`src/forms_pkg.sv`:
```
package forms_pkg;

    localparam int REG_FIELD_W = 3;
    localparam int QUEUE_DEPTH = 2;

    typedef enum logic [1:0] {
        OP_SET = 2'd0,
        OP_SUB = 2'd1,
        OP_MUL = 2'd2,
        OP_JNZ = 2'd3
    } t_op;

    localparam logic CFG_PROG_LEN = 1'b0;

    typedef struct packed {
        logic [1:0]             req_type;
        logic                   first_is_imm;
        logic [REG_FIELD_W-1:0] first_reg;
        logic signed [63:0]     first_imm;
        logic                   second_is_imm;
        logic [REG_FIELD_W-1:0] second_reg;
        logic signed [63:0]     second_imm;
    } t_in_item;

    typedef struct packed {
        logic signed [31:0] next_pc;
        logic               halted;
        logic [31:0]        mul_total;
        logic signed [63:0] dest_value;
    } t_out_item;

    typedef struct packed {
        t_op                    op;
        logic                   test_is_imm;
        logic                   src_is_imm;
        logic [REG_FIELD_W-1:0] a_reg;
        logic [REG_FIELD_W-1:0] b_reg;
        logic [63:0]            test_imm;
        logic [63:0]            src_imm;
    } t_uop;

    typedef struct packed {
        logic push;
    } t_q_ctrl;

endpackage

```
`src/forms_queue.sv`:
```
module forms_queue (
    input  logic               i_clk,
    input  logic               i_rst_n,
    input  forms_pkg::t_q_ctrl i_ctrl,
    input  forms_pkg::t_uop    i_uop,
    output logic               o_full,
    output logic               o_valid,
    output forms_pkg::t_uop    o_uop,
    input  logic               i_pop
);
    import forms_pkg::*;

    localparam int PTR_W = $clog2(QUEUE_DEPTH);
    localparam int CNT_W = $clog2(QUEUE_DEPTH + 1);

    t_uop             r_mem [QUEUE_DEPTH];
    logic [PTR_W-1:0] r_wp;
    logic [PTR_W-1:0] r_rp;
    logic [CNT_W-1:0] r_cnt;
    logic [CNT_W-1:0] n_cnt;
    logic             pop;

    assign o_full  = (r_cnt == CNT_W'(QUEUE_DEPTH));
    assign o_valid = (r_cnt != '0);
    assign o_uop   = r_mem[r_rp];
    assign pop     = i_pop && o_valid;

    always_comb begin
        n_cnt = r_cnt;
        if (i_ctrl.push && !pop) begin
            n_cnt = r_cnt + CNT_W'(1);
        end else if (pop && !i_ctrl.push) begin
            n_cnt = r_cnt - CNT_W'(1);
        end
    end

    always_ff @(posedge i_clk) begin
        if (!i_rst_n) begin
            r_wp  <= '0;
            r_rp  <= '0;
            r_cnt <= '0;
        end else begin
            r_cnt <= n_cnt;
            if (i_ctrl.push) begin
                r_wp <= r_wp + PTR_W'(1);
            end
            if (pop) begin
                r_rp <= r_rp + PTR_W'(1);
            end
        end
    end

    always_ff @(posedge i_clk) begin
        if (i_ctrl.push) begin
            r_mem[r_wp] <= i_uop;
        end
    end

endmodule

```
`config.mk`:
```
export PLATFORM = sky130hd
export DESIGN_NAME = forms_queue
export DESIGN_NICKNAME = d
export VERILOG_FILES = /design/src/forms_pkg.sv /design/src/forms_queue.sv
export SDC_FILE = /design/constraint.sdc
export NUM_CORES = 1
export LEC_CHECK = 0
export BUFFER_PORTS_ARGS = -buffer_cell sky130_fd_sc_hd__buf_2
export CORE_MARGIN = 5
export CORE_UTILIZATION = 52
export CTS_CLUSTER_SIZE = 14
export DETAILED_ROUTE_END_ITERATION = 7
export PLACE_DENSITY = 0.82
export SLEW_MARGIN = 0
export SYNTH_ARGS = -nofsm -noshare
export SYNTH_HDL_FRONTEND = slang
export SYNTH_SLANG_ARGS = --single-unit
```
`constraint.sdc`:
```
create_clock -name i_clk -period 10.2 [get_ports i_clk]
set_input_delay 1.53 -clock i_clk [delete_from_list [all_inputs] [get_ports i_clk]]
set_output_delay 1.53 -clock i_clk [all_outputs]
set_load 0.05 [all_outputs]
```
==> metrics.md <==
| Metric | Value |
|---|---|
| Max-Cap Viols | `0` |
| Initial antenna violation count | `2` |
| Hold Path Origin | `r_cnt[1]` |
| Synth warn | `0` |
| Hold buffer count at CTS | `0` |
| TritonCTS clock tree | `built` |
| Overall power | `3.37 mW` |
| Port bufs | `281` |
| Hold WC Path Type | `flip-flop to flip-flop` |
| Worst path slowest cell | `dfxtp_4` |
| Minimum clock period | `4.57 ns` |
| Fraction of layout cells with a size suffix above 1 | `0.599` |
| Die Wd | `150 µm` |
| Syn Area/Cell | `22.7 µm²` |
| Largest fanout on the critical path | `70` |
| Setup TNS | `0 ns` |
| DR iter-0 viols | `236` |
| P&R area growth vs syn | `24.0%` |
| Worst endpoint required time | `8.67 ns` |
| Clk_skew | `0.00661 ns` |
| Initial Utilization | `0.527` |
| Worst-Margin Slew | `0.949 ns` |
| Pin count of the biggest net entering global routing | `72` |
| Cell area after synthesis | `0.0102 mm²` |
| Relative slew slack | `0.367` |
| # resized after CTS | `0` |
| Data arrival, critical path | `3.04 ns` |
| RR Startpoint | `r_wp` |
| LEAKAGE | `4.72 nW` |
| Total CTS buffers | `28` |
| Largest cells by area after synthesis | `edfxtp_1 (81%), mux2_2 (15%), buf_6 (1.3%), dfxtp_1 (0.98%), and2_1 (0.24%)` |
| Post-synth cell types | `17` |
| Sequential area share after synthesis | `0.821` |
| Die ar. | `0.0226 mm²` |
| Routed vias | `5249` |
| Clock sinks | `281` |
| Setup Crit Path Kind | `flip-flop to primary output` |
| Postcts setup bufs | `0` |
| Die height | `150 µm` |
| Largest stage delay, worst path | `0.92 ns` |
| Post-synth net total | `594` |
| Final hold violations | `0` |
| Area leader, netlist | `edfxtp_1` |
| Wire per inst | `19.4 µm` |
| Cell Pwr Density | `266 mW/mm²` |
| Status | `finished, final reports clean` |
| Top-area cell type share of the netlist area | `0.811` |
| Startpoint types | `flip-flop` |
| Detail Placement HPWL | `13.9 mm` |
| Final net count | `894` |
| Global-route wire length before repair | `29.9 mm` |
| Most frequent cells in the layout | `buf_2 (281), edfxtp_1 (276), mux2_2 (138), clkbuf_16 (29), clkbuf_1 (12)` |
| Synth Register Bits | `281` |
| Fmax | `219 MHz` |
| Crit. End Element | `primary output` |
| CP cell instances | `buf_4 > mux2_2 > buf_2` |
| Commonest non-fill, non-tap cell in the layout | `buf_2` |
| Vias per inst | `5.05` |
| CORE AREA | `0.0194 mm²` |
| RSZ-0062 raised after global routing | `false` |
| Clock tree root buffer cell | `clkbuf_16` |
| Vias in the first global route | `5712` |
| Total track usage | `0.171` |
| Row Count | `51` |
| Placer Congestion | `0.742` |
| Gr ovfl total | `0` |
| Final Cycle Share | `0.448` |
| Antenna Violating Nets Remaining | `0` |
| Cells after Synth | `451` |
| Reg clk slew, reported paths | `0.06 ns` |
| Slew Limit Fails | `0` |
| Total iterations of the first detailed-routing run | `4` |
| Clk Latency, worst-skew pair | `0.52 ns` |
| H-tree Lvls | `1` |
| Final setup vio count | `0` |
| Maximum vdd drop | `0.178 mV` |
| Top Ports | `282` |
| Remaining DRCs | `0` |
| DRT Wirelength | `20.2 mm` |
| Max Root-Sink Buffers | `3` |
## cell usage after synthesis
| master | number |
|---|---|
| a21boi_1 | 1 |
| buf_6 | 12 |
| buf_4 | 2 |
| buf_2 | 1 |
| mux2_2 | 138 |
| dfxtp_1 | 5 |
| xor2_1 | 1 |
| ha_1 | 1 |
| and2_1 | 4 |
| xnor2_1 | 2 |
| or3_1 | 1 |
| nor2b_1 | 3 |
| o21ai_1 | 1 |
| o21a_1 | 1 |
| edfxtp_1 | 276 |
| or2_2 | 1 |
| o21ai_0 | 1 |
## per-layer routing
layer  global-route usage  vias up  wire (µm)
met5                    0        -         19
met4               0.0499        4        524
met3               0.0530       44       1820
met2                0.309      219      10500
met1                0.195     2580       7280
li1                     -     2402          -
## where the power goes
| part | internal (mW) | switching (mW) |
|---|---|---|
| Combinational | 0.312 | 0.747 |
| Clock | 0.522 | 0.390 |
| Sequential | 1.34 | 0.0602 |
## cell families after synthesis
logic type               Yosys count  share of synthesized area
flip-flops                       281                      0.821
multiplexers                     138                      0.152
buffers and inverters             15                     0.0152
AND/OR/NAND/NOR                    9                    0.00551
AO/OA/AOI/OAI                      4                    0.00245
XOR/XNOR                           3                    0.00257
adder cells (fa/ha/maj)            1                    0.00122
## area by class of cell
class | instances | area (µm²)
Multi-Input combinational cell | 155 | 1680
Clock buffer | 41 | 771
Sequential cell | 281 | 8390
Clock inverter | 11 | 53.8
Timing Repair Buffer | 285 | 1440
Fill cell | 1359 | 6730
Tap cell | 265 | 332
Antenna cell | 1 | 2.50
## registers in the layout, summed over array words and instances (netlist names), named ones only
register and cells:
r_rp 1, r_cnt 2, r_mem 276, r_wp 1
## worst paths after layout
path / end / slack, ns / cells past startpoint
max: o_uop[86] / 5.63 / 3
min: r_cnt[1] / 0.51 / 2
max reg2reg: r_mem[1][121] / 7.74 / 2
min reg2reg: r_cnt[1] / 0.51 / 2
## metrics by stage
stage | cells | util | instance area [µm²] | hold WS (ns) | setup slack [ns]
final | 1039 | 0.653 | 12700 | 0.512 | 5.63
after global routing | 1038 | 0.653 | 12700 | 0.542 | 5.47
after CTS | 1038 | 0.653 | 12700 | 0.510 | 5.58
after detailed placement | 986 | 0.611 | 11800 | 0.502 | 6.13
after global placement | 986 | 0.611 | 11800 | 0.483 | 6.19
after floorplan | 451 | - | 10200 | 0.474 | 2.01
## critical path, delay by kind of cell (launching register included)
family                 cells  cell delay, ns
multiplexers               1            0.44
flip-flops                 1            0.92
buffers and inverters      2            1.04
(Power assumes the default switching activity.)
